<file path="src/design/lztd_pkg.sv">
// ----------------------------------------------------------------------------
// lztd_pkg: shared definitions for the LZ77 token decompressor
// Sizes, status and command codes, and the command word passed from the
// parser to the copy engine.
// ----------------------------------------------------------------------------
`default_nettype none

package lztd_pkg;

  // history size and lanes per result
  localparam int FRAME_MAX = 1024;
  localparam int LANES     = 4;
  localparam int CHUNK     = (LANES < 4) ? LANES : 4;
  localparam int CHUNK_W   = $clog2(CHUNK);

  // history addressing: one bank per lane, byte interleaved
  localparam int AW   = $clog2(FRAME_MAX);
  localparam int CW   = $clog2(FRAME_MAX + 1);
  localparam int RW   = AW - CHUNK_W;
  localparam int ROWS = 2 ** RW;

  // fixed field widths
  localparam int BYTE_W  = 8;
  localparam int LIMIT_W = 11;
  localparam int FLEN_W  = 11;
  localparam int CNT_W   = 3;
  localparam int OFF_W   = 16;
  localparam int CMP_W   = OFF_W + 1;

  localparam logic [LIMIT_W-1:0] LIMIT_RESET = 11'd1024;
  localparam logic [BYTE_W-1:0]  TOKEN_COPY  = 8'h80;
  localparam logic [6:0]         LEN_MASK    = 7'h7F;

  // command queue
  localparam int QDEPTH = 4;
  localparam int QPTR_W = $clog2(QDEPTH);

  typedef enum logic [2:0] {
    ST_DATA   = 3'd0,
    ST_DONE   = 3'd1,
    ST_TRUNC  = 3'd2,
    ST_OVER   = 3'd3,
    ST_ZERO   = 3'd4,
    ST_OFFSET = 3'd5
  } status_e;

  typedef enum logic [1:0] {
    OP_LIT,
    OP_COPY,
    OP_NOTE
  } op_e;

  // one command for the copy engine
  //   data : literal byte or copy length
  //   trail: after the data word, send a byte-less word carrying st
  //   fin  : frame ends with this command
  typedef struct packed {
    op_e               op;
    logic [BYTE_W-1:0] data;
    logic [CW-1:0]     off;
    status_e           st;
    logic              trail;
    logic              fin;
  } cmd_t;

endpackage

`default_nettype wire

</file>
<file path="src/design/lztd_cmd_fifo.sv">
// ----------------------------------------------------------------------------
// lztd_cmd_fifo: command queue
// Short first-in first-out queue between the parser and the copy engine.
// ----------------------------------------------------------------------------
`default_nettype none

module lztd_cmd_fifo (
  input  wire logic           clk_i,
  input  wire logic           rst_ni,
  input  wire logic           push_i,
  input  wire lztd_pkg::cmd_t cmd_i,
  output      logic           full_o,
  input  wire logic           pop_i,
  output      logic           empty_o,
  output      lztd_pkg::cmd_t cmd_o
);
  import lztd_pkg::*;

  cmd_t              slot_q [QDEPTH];
  logic [QPTR_W-1:0] wr_ptr_q, rd_ptr_q;
  logic [QPTR_W:0]   count_q;

  assign full_o  = (count_q == (QPTR_W + 1)'(QDEPTH));
  assign empty_o = (count_q == '0);
  assign cmd_o   = slot_q[rd_ptr_q];

  // storage
  always_ff @(posedge clk_i) begin
    if (push_i) begin
      slot_q[wr_ptr_q] <= cmd_i;
    end
  end

  // pointers and fill level
  always_ff @(posedge clk_i or negedge rst_ni) begin
    if (!rst_ni) begin
      wr_ptr_q <= '0;
      rd_ptr_q <= '0;
      count_q  <= '0;
    end else begin
      if (push_i) begin
        wr_ptr_q <= (wr_ptr_q == QPTR_W'(QDEPTH - 1)) ? '0 : wr_ptr_q + QPTR_W'(1);
      end
      if (pop_i) begin
        rd_ptr_q <= (rd_ptr_q == QPTR_W'(QDEPTH - 1)) ? '0 : rd_ptr_q + QPTR_W'(1);
      end
      unique case ({push_i, pop_i})
        2'b10:   count_q <= count_q + (QPTR_W + 1)'(1);
        2'b01:   count_q <= count_q - (QPTR_W + 1)'(1);
        default: count_q <= count_q;
      endcase
    end
  end

endmodule

`default_nettype wire

</file>
<file path="config.mk">
export PLATFORM = sky130hd
export DESIGN_NAME = lztd_cmd_fifo
export DESIGN_NICKNAME = d
export VERILOG_FILES = /design/src/design/lztd_pkg.sv /design/src/design/lztd_cmd_fifo.sv
export SDC_FILE = /design/constraint.sdc
export NUM_CORES = 1
export LEC_CHECK = 0
export BUFFER_PORTS_ARGS = -buffer_cell sky130_fd_sc_hd__clkbuf_2
export CORE_MARGIN = 1.5
export CORE_UTILIZATION = 50
export DETAILED_ROUTE_END_ITERATION = 8
export PLACE_DENSITY = 0.78
export SLEW_MARGIN = 20
export SYNTH_ARGS = -nofsm -noshare
export SYNTH_HDL_FRONTEND = slang
export SYNTH_SLANG_ARGS = --single-unit
</file>
<file path="constraint.sdc">
create_clock -name clk_i -period 3.43 [get_ports clk_i]
set_clock_uncertainty 0.2 [all_clocks]
set_input_delay 0.686 -clock clk_i [delete_from_list [all_inputs] [get_ports clk_i]]
set_output_delay 0.686 -clock clk_i [all_outputs]
set_load 0.01 [all_outputs]
</file>
; After elaboration in Yosys (flattened, before gate mapping)
; Memory sizes are Yosys's and may differ from the RTL's.
; Cells that the tools add are included.
[word_totals]
wordCells = 20
ramBits = 104
regBits = 7
memories = 1
inputBits = 30
[classes]
n_reduce_logical = 2
mux = 5
n_addsub = 4
n_eq_ne = 5
[mem_list]
columns = name, depth, word_bits, rd, rd_clocked_by_memory_dff, wr, line
row1 = slot_q, 4, 26, 1, 0, 1, lztd_cmd_fifo.sv:19  ; cmd_t slot_q [QDEPTH];
[op_table]
columns = op, n
row1 = "equality test 2 bit, second input constant", 3
row2 = one-hot mux 3 bit (2 select lines), 1
row3 = "adder 2 x 1 -> 2 bit, second input constant", 2
row4 = two-way mux 2 bit, 2
row5 = "adder 3 x 1 -> 3 bit, second input constant", 1
row6 = "equality test 3 bit, second input constant", 1
row7 = logical NOT 3 bit, 1
row8 = "subtractor 3 x 1 -> 3 bit, second input constant", 1
row9 = "equality test 2 x 1 -> 1 bit, second input constant", 1
row10 = two-way mux 1 bit, 2
row11 = nonzero test 2 bit, 1

; Depth between registers and ports, before layout
[logic_depth]
depth_word = 2
depth_mapped = 7

; Worst setup path before layout
; OpenSTA, ideal clock, no wires.
[synth_path]
path_type = reg2out
from = reg rd_ptr_q[0]
to = out cmd_o[10] (netlist name)
required_ns = 2.544
n_path_buf = 2
setup_slack_ns = 1.364
path_stages_with_launch = 4
t_arrival_ns = 1.180
cell_sequence = dfrtp_1 buf_6 buf_12 mux4_2
[synth_lines]
columns = element, line
row1 = from (decl), lztd_cmd_fifo.sv:20  ; logic [QPTR_W-1:0] wr_ptr_q, rd_ptr_q;
row2 = from (signal assigned), lztd_cmd_fifo.sv:45  ; rd_ptr_q <= (rd_ptr_q == QPTR_W'(QDEPTH - 1)) ? '0 : rd_ptr_q + QPTR_W'(1);
row3 = to (decl), lztd_cmd_fifo.sv:15  ; output lztd_pkg::cmd_t cmd_o

==> run_results.csv <==
group,metric,value,unit
sta,fmax,345.4,MHz
critical_path,ff2ff_path_depth,4,
placed_design,gp_congestion,0.6470,
yosys,synth_cells,174,
yosys,synth-seq-cells,111,
pwr,seq_power_share,0.506,
yosys,ys_top_cells_by_count,"edfxtp_1, mux4_2, mux4_1, dfrtp_1",
floorplan,row_count,33,
floorplan,fp.dieArea,9000,sq um
floorplan,num_io_pins,58,
critical_path,critical_path.endpoint_type,"output pin",
layout,multi_input_area,833.3,sq um
yosys,synth_area,4220,sq um
detailed_routing,wl_per_cell,18.29,um
pwr,comb_power_share,0.287,
detailed_routing,wirelength_met1,2772,um
layout,register_area,3299,sq um
floorplan,start_util,0.5162,
yosys,synth.net_count,211,
grt,grt_pass1_wl,9818,um
grt,antenna_found_initial,0,
detailed_routing,wl_met2,3239,um
layout,fin_nets,281,
worst_hold_path,worstHoldPathCells,1,
critical_path,reg2reg_to,"slot_q[1][6]$_DFFE_PP_",
sta,min_period,2.895,ns
layout,area_growth,14.59,%
pwr,clkPwrFrac,0.207,
floorplan,die_y,94.87,um
grt,overflow,0,
yosys,synthTopCellsByArea,"edfxtp_1, mux4_2, mux4_1, dfrtp_1, ha_1",
detailed_routing,drt_iter0_drc,77,
critical_path,crit_required,2.54,ns
critical_path,critPathBufInv,2,
yosys,yosys_warnings,0,
clock_network,cts_resized,0,
layout,final_util,0.5915,
placed_design,hpwl,4262,um
yosys,syn_avg_cell_area,24.25,sq um
clock_network,cts_buffers,9,
sta,hold_violations,0,
yosys,yosysSeqAreaShare,0.7815,
yosys,synth.area.mux_share,0.1536,
run_status,status,"complete, no violations",
floorplan,coreArea,8175,sq um
clock_network,cts-root-buf,"clkbuf_8",
clock_network,cts.sinks,111,
sta,finalSetupTns,0,ns
detailed_routing,highest_layer,"met4",
detailed_routing,vias_per_cell,5.401,
clock_network,clk_path_buf_depth,2,
yosys,synth.most_common_cell,"edfxtp_1",
worst_hold_path,hp-class,"flop to flop",
sta,rsz0062_at_grt,"no",
sta,min_period_over_period,0.8440,
flow_run,max_cap_viol_count,0,
clock_network,cts_tree,"done",
worst_hold_path,min_from,"count_q[2]$_DFFE_PN0P_",
pwr,netSwitchingPower,1.089,mW
clock_network,path_clk_slew,0.10,ns
critical_path,cp_max_fo,16,
critical_path,r2r_setup_slack,1.53,ns
worst_hold_path,min_to,"count_q[2]$_DFFE_PN0P_",
critical_path,cp_cell_sequence,"buf_4, mux4_1, clkbuf_2",
sta,max_slew_margin,0.6137,
layout,antenna_cells,0,
grt,grt_use_total,0.1560,
detailed_routing,first_pass_iters,5,
sta,worstMarginPinSlew,0.5794,ns
yosys,synth_compound_area_frac,0.002372,
critical_path,crit_arrival,2.01,ns
critical_path,startpoint_type,"flop",
yosys,synth_top_family_by_area,"multiplexers",
clock_network,htree_num_levels,3,
detailed_routing,wl,6476,um
layout,final_layout_size_suffix_gt1_frac,0.4016,
pwr,powerDensity,768.6,nW/um^2
layout,fillers,614,
yosys,ys.flop_type,"edfxtp_1",
yosys,yosysTopAreaCell,"edfxtp_1",
sta,maxSlewViolCount,0,
critical_path,crit_family,"flip-flops",
yosys,synth_edf_count,104,
pwr,finalPower,3.717,mW
placed_design,io_buffers,57,
pwr,leakage,1.749,nW
sta,finalSetupViolations,0,
detailed_routing,wl_met3,375,um
detailed_routing,detail-route-antenna-nets,0,
grt,grt_max_degree,27,
yosys,synth_xor_area_frac,0.006226,
yosys,synth_fa_ha_area_frac,0.02253,
pwr,switching_share,0.2929,
floorplan,chipWidth,94.87,um
detailed_routing,drcViolationCount,0,
grt,first_global_vias,1961,
yosys,synthSimpleGateAreaFrac,0.01275,
critical_path,r2r_start,"wr_ptr_q[1]$_DFFE_PN0P_",
critical_path,crit_type,"flop to output pin",
critical_path,cpPeakStageDelay,0.65,ns
pwr,p_int,2.628,mW
clock_network,clkLatencyLatePin,0.36,ns
critical_path,cp_slowest_cell,"dfrtp_2",
yosys,async_reset_ff_frac,0.06306,
yosys,yosys.area.top_type_share,0.7400,
detailed_routing,vias,1912,
pwr,ir_drop,0.3197,mV
yosys,synth.distinct_cells,21,
-- routing by layer --
layer / track usage / vias to the layer above
met5: 0 / -
met4: 0.07338 / 0
met3: 0.04106 / 8
met2: 0.2440 / 55
met1: 0.2053 / 985
li1: - / 864
-- worst register-to-register path, cell delays in order (launching register included) --
cell and delay [ns]:
dfrtp_1 0.42, inv_1 0.12, ha_1 0.14, and2_1 0.30
buf_4 0.37
-- sequential cells by signal (all words and copies together), names as in the netlist --
register	flops
count_q	3
wr_ptr_q	2
slot_q	104
rd_ptr_q	2
-- metrics by stage --
stage / area [sq um] / std cells / hold WS [ns] / setup slack (ns)
final: 4836 / 354 / 0.3048 / 0.5349
after floorplan: 4220 / 174 / 0.1904 / 1.364
after global routing: 4836 / 354 / 0.3185 / 0.4108
after detailed placement: 4624 / 337 / 0.2927 / 0.8877
after global placement: 4624 / 337 / 0.2808 / 0.9031
after CTS: 4836 / 354 / 0.3095 / 0.4757
-- what timing repair did --
item,4_1_cts,5_1_grt
setup buffers,0,0
endpoints found under the hold margin,7,0
setup endpoints to repair,0,0
hold buffers,1,0
-- power groups by stage --
stage	clock (mW)	combinational, mW	sequential (mW)
floorplan	0	0.823	1.82
global placement	0	1.07	1.90
detailed placement	0	1.09	1.92
CTS	0.797	1.09	1.89
global route	0.839	1.16	1.91
finish	0.770	1.07	1.88
-- cell families after synthesis --
family,Yosys count
buf+inv,12
xor+xnor,3
flops,111
fa+ha+maj,7
simple gates,10
mux,29
compound gates,2
-- worst max-delay path by stage --
stage                      to  cells after the start                     from
finish               cmd_o[3]                      3  rd_ptr_q[0]$_DFFE_PN0P_
global route         cmd_o[6]                      3  rd_ptr_q[0]$_DFFE_PN0P_
CTS                  cmd_o[3]                      3  rd_ptr_q[0]$_DFFE_PN0P_
detailed placement   cmd_o[3]                      3  rd_ptr_q[0]$_DFFE_PN0P_
global placement     cmd_o[3]                      3  rd_ptr_q[0]$_DFFE_PN0P_
floorplan           cmd_o[10]                      3  rd_ptr_q[0]$_DFFE_PN0P_
-- cells in the final DEF (no fill, tap or decap), drive strengths merged, types with 2 or more instances in the layout --
| cell | synthesis | routed |
|---|---|---|
| dfrtp | 7 | 7 |
| clkinv | 0 | 2 |
| buf | 6 | 7 |
| mux4 | 26 | 26 |
| and2 | 4 | 4 |
| clkbuf | 0 | 66 |
| inv | 6 | 10 |
| nor2 | 2 | 2 |
| xor2 | 2 | 2 |
| edfxtp | 104 | 104 |
| mux2 | 2 | 2 |
| ha | 6 | 6 |
| o21ai | 2 | 2 |
-- area by class of cell --
cell class              instances  share of cell area
well taps                     105             0.02717
repair buffers                 65             0.07193
multi-input cells              51              0.1723
clock inverters                 7             0.01604
clock buffers                   9             0.02561
flip-flops and latches        111              0.6823
inverters                       6            0.004657
No activity file was read; power rests on OpenSTA's default activity.
