<file path="config.mk">
export PLATFORM = sky130hd
export DESIGN_NAME = lztd_front_flat
export DESIGN_NICKNAME = d
export VERILOG_FILES = /design/src/design/lztd_pkg.sv /design/src/design/lztd_if.sv /design/src/design/lztd_front.sv /design/src/flat_wrapper.sv
export SDC_FILE = /design/constraint.sdc
export NUM_CORES = 1
export LEC_CHECK = 0
export BUFFER_PORTS_ARGS = -buffer_cell sky130_fd_sc_hd__buf_4
export CAP_MARGIN = 15
export CORE_MARGIN = 3
export CORE_UTILIZATION = 59
export DETAILED_ROUTE_END_ITERATION = 7
export GPL_ROUTABILITY_DRIVEN = 0
export PLACE_DENSITY = 0.83
export SYNTH_ARGS = -nofsm -noshare
export SYNTH_HDL_FRONTEND = slang
export SYNTH_SLANG_ARGS = --single-unit
</file>
<file path="constraint.sdc">
create_clock -name clk_i -period 7.4 [get_ports clk_i]
set_input_delay 1.48 -clock clk_i [delete_from_list [all_inputs] [get_ports clk_i]]
set_output_delay 1.48 -clock clk_i [all_outputs]
set_load 0.01 [all_outputs]
</file>
<file path="src/design/lztd_pkg.sv">
// ----------------------------------------------------------------------------
// lztd_pkg: shared definitions for the LZ77 token decompressor
// Sizes, status and command codes, and the command word passed from the
// parser to the copy engine.
// ----------------------------------------------------------------------------
`default_nettype none

package lztd_pkg;

  // history size and lanes per result
  localparam int FRAME_MAX = 1024;
  localparam int LANES     = 4;
  localparam int CHUNK     = (LANES < 4) ? LANES : 4;
  localparam int CHUNK_W   = $clog2(CHUNK);

  // history addressing: one bank per lane, byte interleaved
  localparam int AW   = $clog2(FRAME_MAX);
  localparam int CW   = $clog2(FRAME_MAX + 1);
  localparam int RW   = AW - CHUNK_W;
  localparam int ROWS = 2 ** RW;

  // fixed field widths
  localparam int BYTE_W  = 8;
  localparam int LIMIT_W = 11;
  localparam int FLEN_W  = 11;
  localparam int CNT_W   = 3;
  localparam int OFF_W   = 16;
  localparam int CMP_W   = OFF_W + 1;

  localparam logic [LIMIT_W-1:0] LIMIT_RESET = 11'd1024;
  localparam logic [BYTE_W-1:0]  TOKEN_COPY  = 8'h80;
  localparam logic [6:0]         LEN_MASK    = 7'h7F;

  // command queue
  localparam int QDEPTH = 4;
  localparam int QPTR_W = $clog2(QDEPTH);

  typedef enum logic [2:0] {
    ST_DATA   = 3'd0,
    ST_DONE   = 3'd1,
    ST_TRUNC  = 3'd2,
    ST_OVER   = 3'd3,
    ST_ZERO   = 3'd4,
    ST_OFFSET = 3'd5
  } status_e;

  typedef enum logic [1:0] {
    OP_LIT,
    OP_COPY,
    OP_NOTE
  } op_e;

  // one command for the copy engine
  //   data : literal byte or copy length
  //   trail: after the data word, send a byte-less word carrying st
  //   fin  : frame ends with this command
  typedef struct packed {
    op_e               op;
    logic [BYTE_W-1:0] data;
    logic [CW-1:0]     off;
    status_e           st;
    logic              trail;
    logic              fin;
  } cmd_t;

endpackage

`default_nettype wire

</file>
<file path="src/design/lztd_if.sv">
// ----------------------------------------------------------------------------
// lztd_if: channel interfaces of the LZ77 token decompressor
// Compressed byte input, decompressed word output and the limit write port.
// ----------------------------------------------------------------------------
`default_nettype none

interface lztd_in_if;
  logic                       valid;
  logic                       ready;
  logic [lztd_pkg::BYTE_W-1:0] in_byte;
  logic                       frame_last;

  modport source (output valid, output in_byte, output frame_last, input ready);
  modport sink   (input valid, input in_byte, input frame_last, output ready);
endinterface


`default_nettype wire

</file>
<file path="src/design/lztd_front.sv">
// ----------------------------------------------------------------------------
// lztd_front: token parser
// Takes one compressed byte per cycle unless the queue is full, tracks token
// phase and frame byte count, checks limits and offsets, and queues commands.
// ----------------------------------------------------------------------------
`default_nettype none

module lztd_front (
  input  wire logic                         clk_i,
  input  wire logic                         rst_ni,
  lztd_in_if.sink                           in_i,
  input  wire logic [lztd_pkg::LIMIT_W-1:0] limit_i,
  input  wire logic                         full_i,
  output      logic                         push_o,
  output      lztd_pkg::cmd_t               cmd_o
);
  import lztd_pkg::*;

  typedef enum logic [1:0] {
    PH_TOKEN,
    PH_OFFLO,
    PH_LENGTH,
    PH_LITERAL
  } phase_e;

  phase_e           phase_q, phase_d;
  logic [6:0]       rem_q, rem_d;
  logic [OFF_W-1:0] off_q, off_d;
  logic [CW-1:0]    prod_q, prod_d;
  logic             err_q, err_d;

  logic             accept;
  logic [CMP_W-1:0] lim, lim_cfg, prod_ext, lit_sum, cpy_sum;
  logic [6:0]       lit_len;
  logic [6:0]       rem_dec;
  logic             last;

  assign in_i.ready = !full_i;
  assign accept     = in_i.valid && in_i.ready;
  assign last       = in_i.frame_last;

  // limit in force and running sums
  always_comb begin
    lim_cfg  = CMP_W'(limit_i);
    lim      = (lim_cfg < CMP_W'(FRAME_MAX)) ? lim_cfg : CMP_W'(FRAME_MAX);
    prod_ext = CMP_W'(prod_q);
    lit_len  = in_i.in_byte[6:0] & LEN_MASK;
    lit_sum  = prod_ext + CMP_W'(lit_len);
    cpy_sum  = prod_ext + CMP_W'(in_i.in_byte);
    rem_dec  = rem_q - 7'd1;
  end

  // parse one byte
  always_comb begin
    phase_d = phase_q;
    rem_d   = rem_q;
    off_d   = off_q;
    prod_d  = prod_q;
    err_d   = err_q;
    push_o  = 1'b0;
    cmd_o   = '{op: OP_NOTE, data: in_i.in_byte, off: '0, st: ST_DATA,
                trail: 1'b0, fin: last};

    if (accept) begin
      if (!err_q) begin
        unique case (phase_q)
          PH_TOKEN: begin
            if (in_i.in_byte < TOKEN_COPY) begin
              if (lit_sum > lim) begin
                push_o    = 1'b1;
                cmd_o.st  = ST_OVER;
                cmd_o.fin = 1'b1;
                err_d     = 1'b1;
              end else if (lit_len != 7'd0) begin
                rem_d   = lit_len;
                phase_d = PH_LITERAL;
                if (last) begin
                  push_o   = 1'b1;
                  cmd_o.st = ST_TRUNC;
                end
              end else if (last) begin
                push_o   = 1'b1;
                cmd_o.st = ST_DONE;
              end
            end else begin
              off_d   = {1'b0, in_i.in_byte[6:0], 8'h00};
              phase_d = PH_OFFLO;
              if (last) begin
                push_o   = 1'b1;
                cmd_o.st = ST_TRUNC;
              end
            end
          end
          PH_OFFLO: begin
            off_d   = {off_q[OFF_W-1:BYTE_W], in_i.in_byte} + OFF_W'(1);
            phase_d = PH_LENGTH;
            if (last) begin
              push_o   = 1'b1;
              cmd_o.st = ST_TRUNC;
            end
          end
          PH_LENGTH: begin
            phase_d = PH_TOKEN;
            push_o  = 1'b1;
            priority if (in_i.in_byte == '0) begin
              cmd_o.st  = ST_ZERO;
              cmd_o.fin = 1'b1;
              err_d     = 1'b1;
            end else if (CMP_W'(off_q) > prod_ext) begin
              cmd_o.st  = ST_OFFSET;
              cmd_o.fin = 1'b1;
              err_d     = 1'b1;
            end else if (cpy_sum > lim) begin
              cmd_o.st  = ST_OVER;
              cmd_o.fin = 1'b1;
              err_d     = 1'b1;
            end else begin
              cmd_o.op  = OP_COPY;
              cmd_o.off = CW'(off_q);
              cmd_o.st  = last ? ST_DONE : ST_DATA;
              prod_d    = CW'(cpy_sum);
            end
          end
          PH_LITERAL: begin
            push_o   = 1'b1;
            cmd_o.op = OP_LIT;
            prod_d   = prod_q + CW'(1);
            rem_d    = rem_dec;
            if (rem_dec == 7'd0) begin
              phase_d  = PH_TOKEN;
              cmd_o.st = last ? ST_DONE : ST_DATA;
            end else if (last) begin
              cmd_o.st    = ST_TRUNC;
              cmd_o.trail = 1'b1;
            end
          end
          default: begin
            phase_d = PH_TOKEN;
          end
        endcase
      end

      // every frame end returns the parser to its start
      if (last) begin
        phase_d = PH_TOKEN;
        rem_d   = '0;
        off_d   = '0;
        prod_d  = '0;
        err_d   = 1'b0;
      end
    end
  end

  always_ff @(posedge clk_i or negedge rst_ni) begin
    if (!rst_ni) begin
      phase_q <= PH_TOKEN;
      rem_q   <= '0;
      off_q   <= '0;
      prod_q  <= '0;
      err_q   <= 1'b0;
    end else begin
      phase_q <= phase_d;
      rem_q   <= rem_d;
      off_q   <= off_d;
      prod_q  <= prod_d;
      err_q   <= err_d;
    end
  end

endmodule

`default_nettype wire

</file>
<file path="src/flat_wrapper.sv">
// flat-port wrapper written by rule: the top's interface ports become plain ports
module lztd_front_flat import lztd_pkg::*;
  (clk_i, rst_ni, limit_i, full_i, push_o, cmd_o, in_i_valid, in_i_in_byte, in_i_frame_last, in_i_ready);
  lztd_in_if in_i_i ();
  input  wire logic clk_i;
  input  wire logic rst_ni;
  input  wire logic [lztd_pkg::LIMIT_W-1:0] limit_i;
  input  wire logic full_i;
  output      logic push_o;
  output      lztd_pkg::cmd_t cmd_o;
  input wire logic [$bits(in_i_i.valid)-1:0] in_i_valid;
  input wire logic [$bits(in_i_i.in_byte)-1:0] in_i_in_byte;
  input wire logic [$bits(in_i_i.frame_last)-1:0] in_i_frame_last;
  output wire logic [$bits(in_i_i.ready)-1:0] in_i_ready;
  assign in_i_i.valid = in_i_valid;
  assign in_i_i.in_byte = in_i_in_byte;
  assign in_i_i.frame_last = in_i_frame_last;
  assign in_i_ready = in_i_i.ready;
  lztd_front u_core (.clk_i(clk_i), .rst_ni(rst_ni), .in_i(in_i_i), .limit_i(limit_i), .full_i(full_i), .push_o(push_o), .cmd_o(cmd_o));
endmodule
</file>
; After elaboration in Yosys (flattened, before gate mapping)
; Cells that the tools add are included.
[op_classes]
n_reduce_logical = 14
add_sub_neg = 5
order_cmp = 5
n_mux = 69
n_eq_ne = 14
[op_table]
columns = cell, count
row1 = $mux 11, 10
row2 = $mux 16, 5
row3 = $mux 7, 5
row4 = $gt 17x17->1, 2
row5 = $pmux 16 s2, 1
row6 = $mux 2, 13
row7 = $pmux 11 s2, 1
row8 = $mux 3, 7
row9 = $mux 1, 20
row10 = $add 16x1->16 const B, 1
row11 = $gt 16x11->1, 1
row12 = $ne 3x3->1 const B, 5
row13 = $pmux 7 s2, 1
row14 = $add 11x7->12, 1
row15 = $add 11x8->12, 1
row16 = $pmux 3 s4, 1
row17 = $reduce_and 6->1, 2
row18 = $add 11x1->11 const B, 1
row19 = $lt 11x11->1 const B, 1
row20 = $ne 3x2->1 const B, 3
row21 = $reduce_bool 3->1, 3
row22 = $logic_not 8->1, 1
row23 = $lt 8x8->1 const B, 1
row24 = $ne 4x4->1 const B, 2
row25 = 16 further kinds, 18
[totals]
elab_cells = 112
in_bits = 24
out_inout_bits = 28
ff_bits = 37

; Depth between registers and ports, before layout
; Gate-level depths: netlist of the first run.
[logic_depth]
depth_word = 9
mapped_depth = 19
ltp_nobuf = 18

; Least setup slack after synthesis of the first run
; No wires, ideal clock.
[synth_timing]
kind = input port to output port
start = in in_i_in_byte[0]
end = out cmd_o[10] (netlist bit)
setup_slack_ns = 1.021
t_arrival_ns = 4.899
required_time_ns = 5.920
n_path_buf = 1
stages = 16
path_cell_list = ha_1 fa_1 a21o_1 a21oi_1 o21ai_0 o21a_1 a21oi_1 nor2_1 xnor2_1 ha_1 a211o_1 o41ai_4 nand4_4 nor3_1 buf_2 and2_1
[synth_lines]
columns = element, line_no
row1 = start: declaration, flat_wrapper.sv:12  ; input wire logic [$bits(in_i_i.in_byte)-1:0] in_i_in_byte;
row2 = end: declaration, flat_wrapper.sv:10  ; output lztd_pkg::cmd_t cmd_o;

==> results of run 1 <==
state kept, by name, summed over array words and instances (netlist names):
register        count
u_core.err_q        1
u_core.off_q       16
u_core.phase_q      2
u_core.prod_q      11
u_core.rem_q        7
worst register-to-register path, stage by stage, from the launching register on:
cell	delay, ns
dfrtp_1	0.46
ha_1	0.25
fa_1	0.43
a21o_1	0.21
a21oi_1	0.27
o21ai_0	0.12
o21a_1	0.16
a21oi_1	0.23
nor2_1	0.09
xnor2_1	0.13
ha_1	0.31
a211o_1	0.32
o41ai_4	0.42
nand4_4	0.26
o21ai_1	0.78
a21oi_1	0.13
or3_1	0.38
cell usage after synthesis (all sizes together) (3+ instances only):
cell,n
a211oi,4
a21o,11
a21oi,30
a22oi,10
a31oi,4
and2,13
and3,11
buf,11
clkbuf,20
dfrtp,37
ha,39
inv,24
nand2,39
nand2b,5
nand3,16
nand4,10
nor2,47
nor2b,7
nor3,15
nor4,8
o21a,6
o21ai,48
o22ai,7
o2bb2ai,4
or2,3
xnor2,15
xor2,5
layout by cell type, fill, tap and decap left out, types with 2 or more instances in the layout:
master / synthesis / final
a22oi_1: 10 / 10
a22o_1: 2 / 2
a32oi_1: 2 / 2
a31oi_1: 3 / 3
a211oi_1: 4 / 4
clkbuf_8: 0 / 6
and2_1: 13 / 13
and3_1: 11 / 11
a21o_1: 11 / 11
nand4b_1: 2 / 2
nor4b_1: 2 / 2
o211ai_1: 2 / 2
dfrtp_1: 37 / 37
o22ai_1: 6 / 6
nor4_1: 7 / 7
buf_4: 8 / 53
nor2_1: 47 / 47
clkinv_1: 2 / 2
o2bb2ai_1: 4 / 4
nor2b_1: 6 / 6
nand2b_1: 5 / 5
nand3_1: 15 / 15
a221o_1: 2 / 2
nand2_1: 39 / 39
inv_1: 23 / 23
o21a_1: 6 / 6
o21ai_0: 39 / 39
a21oi_1: 30 / 30
ha_1: 39 / 39
and4_1: 2 / 2
o21ai_1: 9 / 9
and4b_1: 2 / 2
xnor2_1: 15 / 15
a211o_1: 2 / 2
xor2_1: 5 / 5
nand4_1: 9 / 9
nor3_1: 15 / 15
or3_1: 2 / 2
power groups by stage:
stage / registers [W] / clock network, W / logic, W
after floorplan: 0.000287 / 0 / 0.000494
after global placement: 0.000321 / 0 / 0.000590
after detailed placement: 0.000321 / 0 / 0.000613
after CTS: 0.000318 / 0.000148 / 0.000618
after global routing: 0.000328 / 0.000159 / 0.000698
final: 0.000322 / 0.000151 / 0.000626
layout make-up:
class,instances,share of cell area (%)
multi-input cells,394,62.4
flip-flops and latches,37,21.7
repair buffers,53,9.33
inverters,26,2.29
well taps,75,2.20
clock buffers,6,1.94
clock inverters,1,0.176
metrics by stage:
step           util (%)  power [W]
3_3_place_gp       68.4   0.000911
5_1_grt            70.0    0.00119
4_1_cts            69.8    0.00108
6_report           70.0    0.00110
3_5_place_dp       68.4   0.000935
2_1_floorplan         -   0.000781
logic make-up after synthesis:
kind of cell | after synthesis | synth area share, %
and+or+nand+nor | 187 | 25.5
AOI/OAI and AO/OA | 147 | 26.1
buffers and inverters | 57 | 6.43
DFF | 37 | 24.2
xor gates and xnor gates | 20 | 4.57
adders and majority gates | 40 | 13.3
worst paths after layout:
path | from | endpoint | cells after the start
setup / recovery | in_i_in_byte[0] | cmd_o[9] | 18
hold / removal | u_core.off_q[0] | u_core.off_q[0] | 2
setup reg to reg | u_core.prod_q[0] | u_core.prod_q[3] | 16
hold reg to reg | u_core.off_q[0] | u_core.off_q[0] | 2
max in group asynchronous | rst_ni | u_core.off_q[10] | 1
min in group asynchronous | rst_ni | u_core.err_q | 1
layer usage:
layer | GRT usage [%] | wire, um | vias to the layer above
met4 | 9.63 | 277 | 0
met2 | 47.3 | 4970 | 240
met1 | 41.7 | 4570 | 1849
met5 | 0 | 0 | -
met3 | 6.27 | 1070 | 38
li1 | - | - | 1830
==> results_dict.tcl, run 1 <==
set metrics [dict create \
    cts_buffers 5 \
    rsz0062_at_grt "false" \
    nets 581 \
    async_flop_share_pct 100 \
    status "finished clean" \
    grt_pass1_wl_um 18200 \
    dieArea_um2 7500 \
    clkLatencyLatePin_ns 0.31 \
    dpl.cell_count 584 \
    drv_slew 0 \
    post-place-ws_ns 0.476 \
    die_w_um 86.6 \
    multiInputGateArea_um2 2660 \
    ir_drop_mv 0.160 \
    synth_cell_types 67 \
    postCtsSetupRepairBufs 0 \
    pin_count 52 \
    syn_nets 552 \
    seq_area_um2 926 \
    routed_wl_um 10900 \
    core_um2 6100 \
    required_ns 5.92 \
    reg2reg_slack_ns 2.34 \
    slew_headroom_pct 40.5 \
    dominantRegCellSynth "dfrtp_1" \
    critPathMaxFanout 11 \
    grt_pass1_vias 3773 \
    vias 3957 \
    syn_area_per_cell_um2 7.85 \
    cts_tree "done" \
    crit_type "in2out" \
    syn_area_um2 3830 \
    p_leak_nw 1.97 \
    syn2layout_area_growth_pct 11.3 \
    synth-edff-count 0 \
    crit_chain "buf_4 > ha_1 > fa_1 > a21o_1 > a21oi_1 > o21ai_0 > o21a_1 > a21oi_1 > nor2_1 > xnor2_1 > ha_1 > a211o_1 > o41ai_4 > nand4_4 > nor3_1 > buf_4 > and2_1 > buf_4" \
    clock_sinks 37 \
    cpLargestDelayFamily "compound AO/OA/AOI/OAI gates" \
    hold_viol 0 \
    cpMaxStageDelayCell "fa_1" \
    overflow 0 \
    timing.fmax_mhz 143 \
    nFillCells 509 \
    fin_area_um2 4270 \
    track_usage_pct 30.2 \
    stdcell_count 592 \
    cp-end-kind "output port" \
    antenna_found_initial 0 \
    final_antenna_net_count 0 \
    drive_gt1_share_pct 14.7 \
    switchingPower_w 0.000517 \
    dp_hpwl_um 8090 \
    io_buffers 51 \
    final.setup.tns_ns 0 \
    cpMostUsedCell "buf_4" \
    hold_slack_ns 0.504 \
    p_clk_share_pct 13.7 \
    yosysSeqAreaShare_pct 24.2 \
    grt_max_degree 38 \
    p_per_area_nw_per_um2 258 \
    start_util_pct 62.9 \
    synth_warnings 0 \
    placed_cell_area_um2 4170 \
    rows 28 \
    firstDrtPassIters 5 \
    critPathMaxStageDelay_ns 0.43 \
    synth_area_leader_cell "dfrtp_1" \
    viasPerCell 6.68 \
    cts_hold_buf 0 \
    swShare_pct 47.1 \
    clock_skew_ns 0.00909 \
    post_cts_resized 0 \
    hold_path.class "reg2reg" \
    maxCapViolCount 0 \
    drt_iter0_markers 438 \
    synth_top_area_share_pct 24.2 \
    syn_inst 488 \
    power_frac_seq_pct 29.3 \
    ys_ff_latch 37 \
    setup_violations 0 \
    clock-root-buffer "clkbuf_8" \
    finalCriticalPeriod_ns 7.00 \
    htreeDepth 2 \
    wl_per_cell_um 18.4 \
    path_clk_slew_ns 0.07 \
    crit_path_start_kind "primary input" \
    p_comb_share_pct 57.0 \
    synthTopCellsByArea "dfrtp_1, ha_1, o21ai_0, nor2_1, a21oi_1" \
    worst_slack_ns 0.396 \
    internal-power_w 0.000581 \
    cp.buffers_inverters 3 \
    worst_slew_pin_slew_ns 0.886 \
    n_antenna_cell 0 \
    die_y_um 86.6 \
    clk_path_buf_depth 2 \
    drc 0 \
    finalCritPeriodShare_pct 94.6 \
    cp.arrival_ns 5.52 \
]
Note: power is estimated with default switching activity, not from simulation.
==> run 2: changes to the inputs <==
- CELL_PAD_IN_SITES_DETAIL_PLACEMENT: not set -> 2
- CELL_PAD_IN_SITES_GLOBAL_PLACEMENT: not set -> 2
- CORE_UTILIZATION: 59 -> 31
- PLACE_DENSITY: 0.83 -> 0.79
- clock period: 7.4 -> 6.3 ns (I/O delays scaled with it)
==> run 2 against run 1 <==
  * Non-clock buffer count grew 12
  * Largest power group unchanged
  * Total power grew 40%
  * Critical endpoint is now cmd_o[5]
  * Sequential cell count is the same
  * Utilization shrank 31 points
  * Via count grew 2.8%
  * Worst setup slack lost 0.24 ns
  * Routed wire length grew 45%
  * Clock-buffer cell count shrank 1
  * Clock power grew 100%
==> results_dict.tcl, run 2 (synthesis gave the netlist of run 1 again) <==
set metrics [dict create \
    status "finished clean" \
    die_w_um 117 \
    overflow 0 \
    largest_reg_flops 16 \
    syn2layout_area_growth_pct 20.1 \
    core_um2 11800 \
    p_leak_nw 2.08 \
    firstDrtPassIters 5 \
    path_clk_slew_ns 0.06 \
    reg2reg_depth 17 \
    reg_top3 "u_core.off_q: 16 flops, u_core.prod_q: 11 flops, u_core.rem_q: 7 flops" \
    die_y_um 117 \
    wl_per_cell_um 22.7 \
    dieArea_um2 13700 \
    rows 39 \
    layout_common_cells "buf_4, nor2_1, nand2_1, ha_1" \
    grt_pass1_vias 4511 \
    htreeDepth 2 \
    track_usage_pct 23.9 \
    worst_slew_pin_slew_ns 0.935 \
    nets 593 \
    maxCapViolCount 0 \
    p_total_w 0.00154 \
    clkLatencyLatePin_ns 0.29 \
    hold_depth 2 \
    cts_buffers 5 \
    post-route-util_pct 39.2 \
    required_ns 5.04 \
    ir_drop_mv 0.138 \
    p_per_area_nw_per_um2 333 \
    viasPerCell 5.86 \
    slew_headroom_pct 37.5 \
    final_antenna_net_count 0 \
    grt_max_degree 38 \
    clock_skew_ns 0.0120 \
    cp.arrival_ns 4.89 \
    cts_tree "done" \
    clock-root-buffer "clkbuf_16" \
    drc 0 \
    final_common_cell "buf_4" \
    clk_path_buf_depth 2 \
    n_antenna_cell 0 \
    crit_path_start_kind "primary input" \
    vias 4068 \
    setup_violations 0 \
    cp-end-kind "output port" \
    dp_hpwl_um 11900 \
    start_util_pct 32.6 \
    finalCriticalPeriod_ns 6.15 \
    regMostFlops "u_core.off_q" \
    io_buffers 51 \
    hold_viol 0 \
    clock_sinks 37 \
    cts_hold_buf 0 \
    antenna_found_initial 0 \
    hold_path.class "reg2reg" \
    drt_iter0_markers 261 \
    grt_pass1_wl_um 25300 \
    drv_slew 0 \
    finalCritPeriodShare_pct 97.6 \
    timing.fmax_mhz 163 \
    drive_gt1_share_pct 18.7 \
    routed_wl_um 15800 \
    crit_type "in2out" \
    pin_count 52 \
    critPathMaxFanout 7 \
]
[run 2: per-stage QoR]
step	setup TNS, ns	instances	hold WS, ns	worst slack (ns)	area, um^2
global placement	0	683	0.470	0.0449	4350
detailed placement	-0.0404	683	0.493	-0.0404	4350
floorplan	0	488	0.450	0.361	3830
finish	0	694	0.496	0.153	4600
CTS	0	693	0.507	0.00996	4540
global route	-0.0263	694	0.538	-0.0215	4600
[run 2: cell type report]
| type | count | area (um^2) |
|---|---|---|
| Tap cell | 164 | 205 |
| Sequential cell | 37 | 926 |
| Multi-Input combinational cell | 394 | 2720 |
| Clock buffer | 5 | 125 |
| Fill cell | 1330 | 7160 |
| Inverter | 26 | 97.6 |
| Clock inverter | 3 | 46.3 |
| Timing Repair Buffer | 65 | 488 |
[run 2: worst max-delay path, stage by stage]
cell and delay [ns]:
buf_4 0.13, ha_1 0.22, fa_2 0.37, a21o_1 0.21, a21oi_2 0.15, o21ai_0 0.10, o21a_1 0.13, a21oi_1 0.20
nor2_1 0.08, xnor2_1 0.13, ha_1 0.31, a211o_1 0.31, o41ai_4 0.38, nand4_4 0.17, buf_4 0.22, nor4_4 0.23
buf_4 0.17, buf_4 0.11
[run 2: final timing paths]
| kind | slack, ns | to | startpoint |
|---|---|---|---|
| max in group asynchronous | 4.95 | u_core.prod_q[8] | rst_ni |
| min | 0.50 | u_core.off_q[0] | u_core.off_q[0] |
| max | 0.15 | cmd_o[5] | in_i_in_byte[0] |
| min in group asynchronous | 0.95 | u_core.off_q[13] | rst_ni |
| max reg2reg | 1.75 | u_core.prod_q[3] | u_core.prod_q[0] |
| min reg2reg | 0.50 | u_core.off_q[0] | u_core.off_q[0] |
[run 2: what timing repair did]
action / in CTS / in global routing
gates cloned: 0 / 0
setup endpoints to repair: 3 / 16
resized for setup: 1 / 12
pin swaps: 3 / 3
buffers inserted: 2 / 1
[run 2: layer usage]
metal,routed length (um),GRT usage [%]
met3,616,2.93
met4,408,6.80
met1,6770,30.7
met5,0,0
met2,7980,41.9
[run 2: where the power goes]
group	leakage, nW	total (W)	switching (W)	internal [W]
sequential	0.492	0.000389	0.0000998	0.000289
clock	0.0800	0.000304	0.000116	0.000188
combinational	1.50	0.000843	0.000499	0.000344
total	2.08	0.00154	0.000714	0.000821
==> run 3: changes to the inputs <==
- CORE_UTILIZATION: 31 -> 37
- PLACE_DENSITY: 0.79 -> 0.88
- clock period: 6.3 -> 7.6 ns (I/O delays scaled with it)
==> run 3 against run 2 <==
  * Non-clock buffer count down 12
  * Hold slack better by 0.029 ns
  * Routed wire length down 5.8%
  * Total power down 26%
  * Die area down 15%
  * Critical path type unchanged
  * Largest cell class unchanged
  * Largest power group unchanged
==> results_dict.tcl, run 3 (synthesis gave the netlist of run 1 again) <==
set metrics [dict create \
    status "finished clean" \
    post_cts_resized 0 \
    hold_slack_ns 0.525 \
    nFillCells 1162 \
    grt_max_degree 38 \
    nets 581 \
    n_antenna_cell 0 \
    routed_wl_um 14900 \
    final_antenna_net_count 0 \
    dp_hpwl_um 11100 \
    viasPerCell 6.18 \
    worst_slew_pin_slew_ns 0.908 \
    path_clk_slew_ns 0.09 \
    regMostFlops "u_core.off_q" \
    clk_path_buf_depth 2 \
    cts_tree "done" \
    critPathMaxFanout 11 \
    slew_headroom_pct 39.0 \
    cpMostUsedCell "buf_4" \
    start_util_pct 38.7 \
    drc 0 \
    clock_skew_ns 0.0116 \
    finalCriticalPeriod_ns 7.26 \
    pin_count 52 \
    firstDrtPassIters 5 \
    crit_type "in2out" \
    clock_sinks 37 \
    largest_reg_flops 16 \
    track_usage_pct 26.6 \
    maxCapViolCount 0 \
    hold_viol 0 \
    crit_path_start_kind "primary input" \
    rsz0062_at_grt "false" \
    clock-root-buffer "clkbuf_8" \
    grt_pass1_vias 4390 \
    p_leak_nw 1.97 \
    setup_violations 0 \
    timing.fmax_mhz 138 \
    critPathMaxStageDelay_ns 0.42 \
    p_per_area_nw_per_um2 260 \
    ir_drop_mv 0.102 \
    rows 36 \
    placed_cell_area_um2 4240 \
    cp.arrival_ns 5.74 \
    drt_iter0_markers 232 \
    drv_slew 0 \
    vias 4023 \
    die_y_um 108 \
    startpoint "in_i_in_byte[0]" \
    die_w_um 108 \
    final.setup.tns_ns 0 \
    dieArea_um2 11600 \
    cpMaxStageDelayCell "fa_1" \
    antenna_found_initial 0 \
    reg2reg_slack_ns 2.27 \
    final_common_cell "buf_4" \
    wl_per_cell_um 22.8 \
    cp-end-kind "output port" \
    core_um2 9910 \
    fin_area_um2 4330 \
    hold_path.class "reg2reg" \
    layout_common_cells "buf_4, nor2_1, nand2_1, o21ai_0, ha_1" \
    cts_buffers 5 \
    r2r_start "u_core.prod_q[0]" \
    overflow 0 \
    min_from "u_core.off_q[0]" \
    finalCritPeriodShare_pct 95.6 \
    cts_hold_buf 0 \
    reg_top3 "u_core.off_q: 16 flops, u_core.prod_q: 11 flops, u_core.rem_q: 7 flops" \
    postCtsSetupRepairBufs 0 \
    required_ns 6.08 \
    syn2layout_area_growth_pct 13.1 \
    htreeDepth 2 \
    clkLatencyLatePin_ns 0.31 \
    io_buffers 51 \
    drive_gt1_share_pct 14.9 \
    grt_pass1_wl_um 24300 \
    crit_chain "buf_4 > ha_1 > fa_1 > a21o_1 > a21oi_1 > o21ai_0 > o21a_1 > a21oi_1 > nor2_1 > xnor2_1 > ha_1 > a211o_1 > o41ai_4 > nand4_4 > nor3_1 > buf_4 > and2_1 > buf_4" \
]
## run 3: final timing paths
path / endpoint / cells after the start
min reg2reg: u_core.off_q[0] / 2
max reg2reg: u_core.prod_q[3] / 16
max in group asynchronous: u_core.prod_q[0] / 1
min in group asynchronous: u_core.err_q / 1
min: u_core.off_q[0] / 2
max: cmd_o[8] / 18
## run 3: layout make-up
| type | count | area (um^2) | area share (%) |
|---|---|---|---|
| clock buffer | 5 | 68.8 | 1.59 |
| tap | 133 | 166 | 3.84 |
| multi-input combinational | 394 | 2660 | 61.4 |
| sequential | 37 | 926 | 21.4 |
| clock inverter | 3 | 17.5 | 0.404 |
| timing repair buffer | 53 | 398 | 9.18 |
| inverter | 26 | 97.6 | 2.25 |
## run 3: through the flow
| stage | instances | worst slack, ns | total power [W] | utilization [%] |
|---|---|---|---|---|
| final | 651 | 0.337 | 0.00113 | 43.7 |
| after global routing | 651 | 0.00439 | 0.00122 | 43.7 |
| after CTS | 650 | 0.311 | 0.00112 | 43.7 |
| after detailed placement | 642 | 0.392 | 0.000959 | 42.8 |
| after global placement | 642 | 0.581 | 0.000911 | 42.8 |
| after floorplan | 488 | 1.14 | 0.000760 | - |
## run 3: power breakdown
group          internal, W  switching [W]
clock            0.0000636      0.0000861
combinational     0.000258       0.000401
sequential        0.000239      0.0000808
total             0.000561       0.000568
## run 3: worst max-delay path: cells and delay by family
family          cells  cell delay (ns)
fa+ha+maj           3             0.97
compound gates      7             1.82
simple gates        4             0.79
xor+xnor            1             0.13
buf+inv             3             0.50
## run 3: routing by layer
metal,routed length [um],global-route usage [%],up-vias
met4,393,7.30,0
met2,7290,45.1,103
met3,726,4.20,33
met1,6450,35.1,2057
li1,-,-,1830
met5,0,0,-
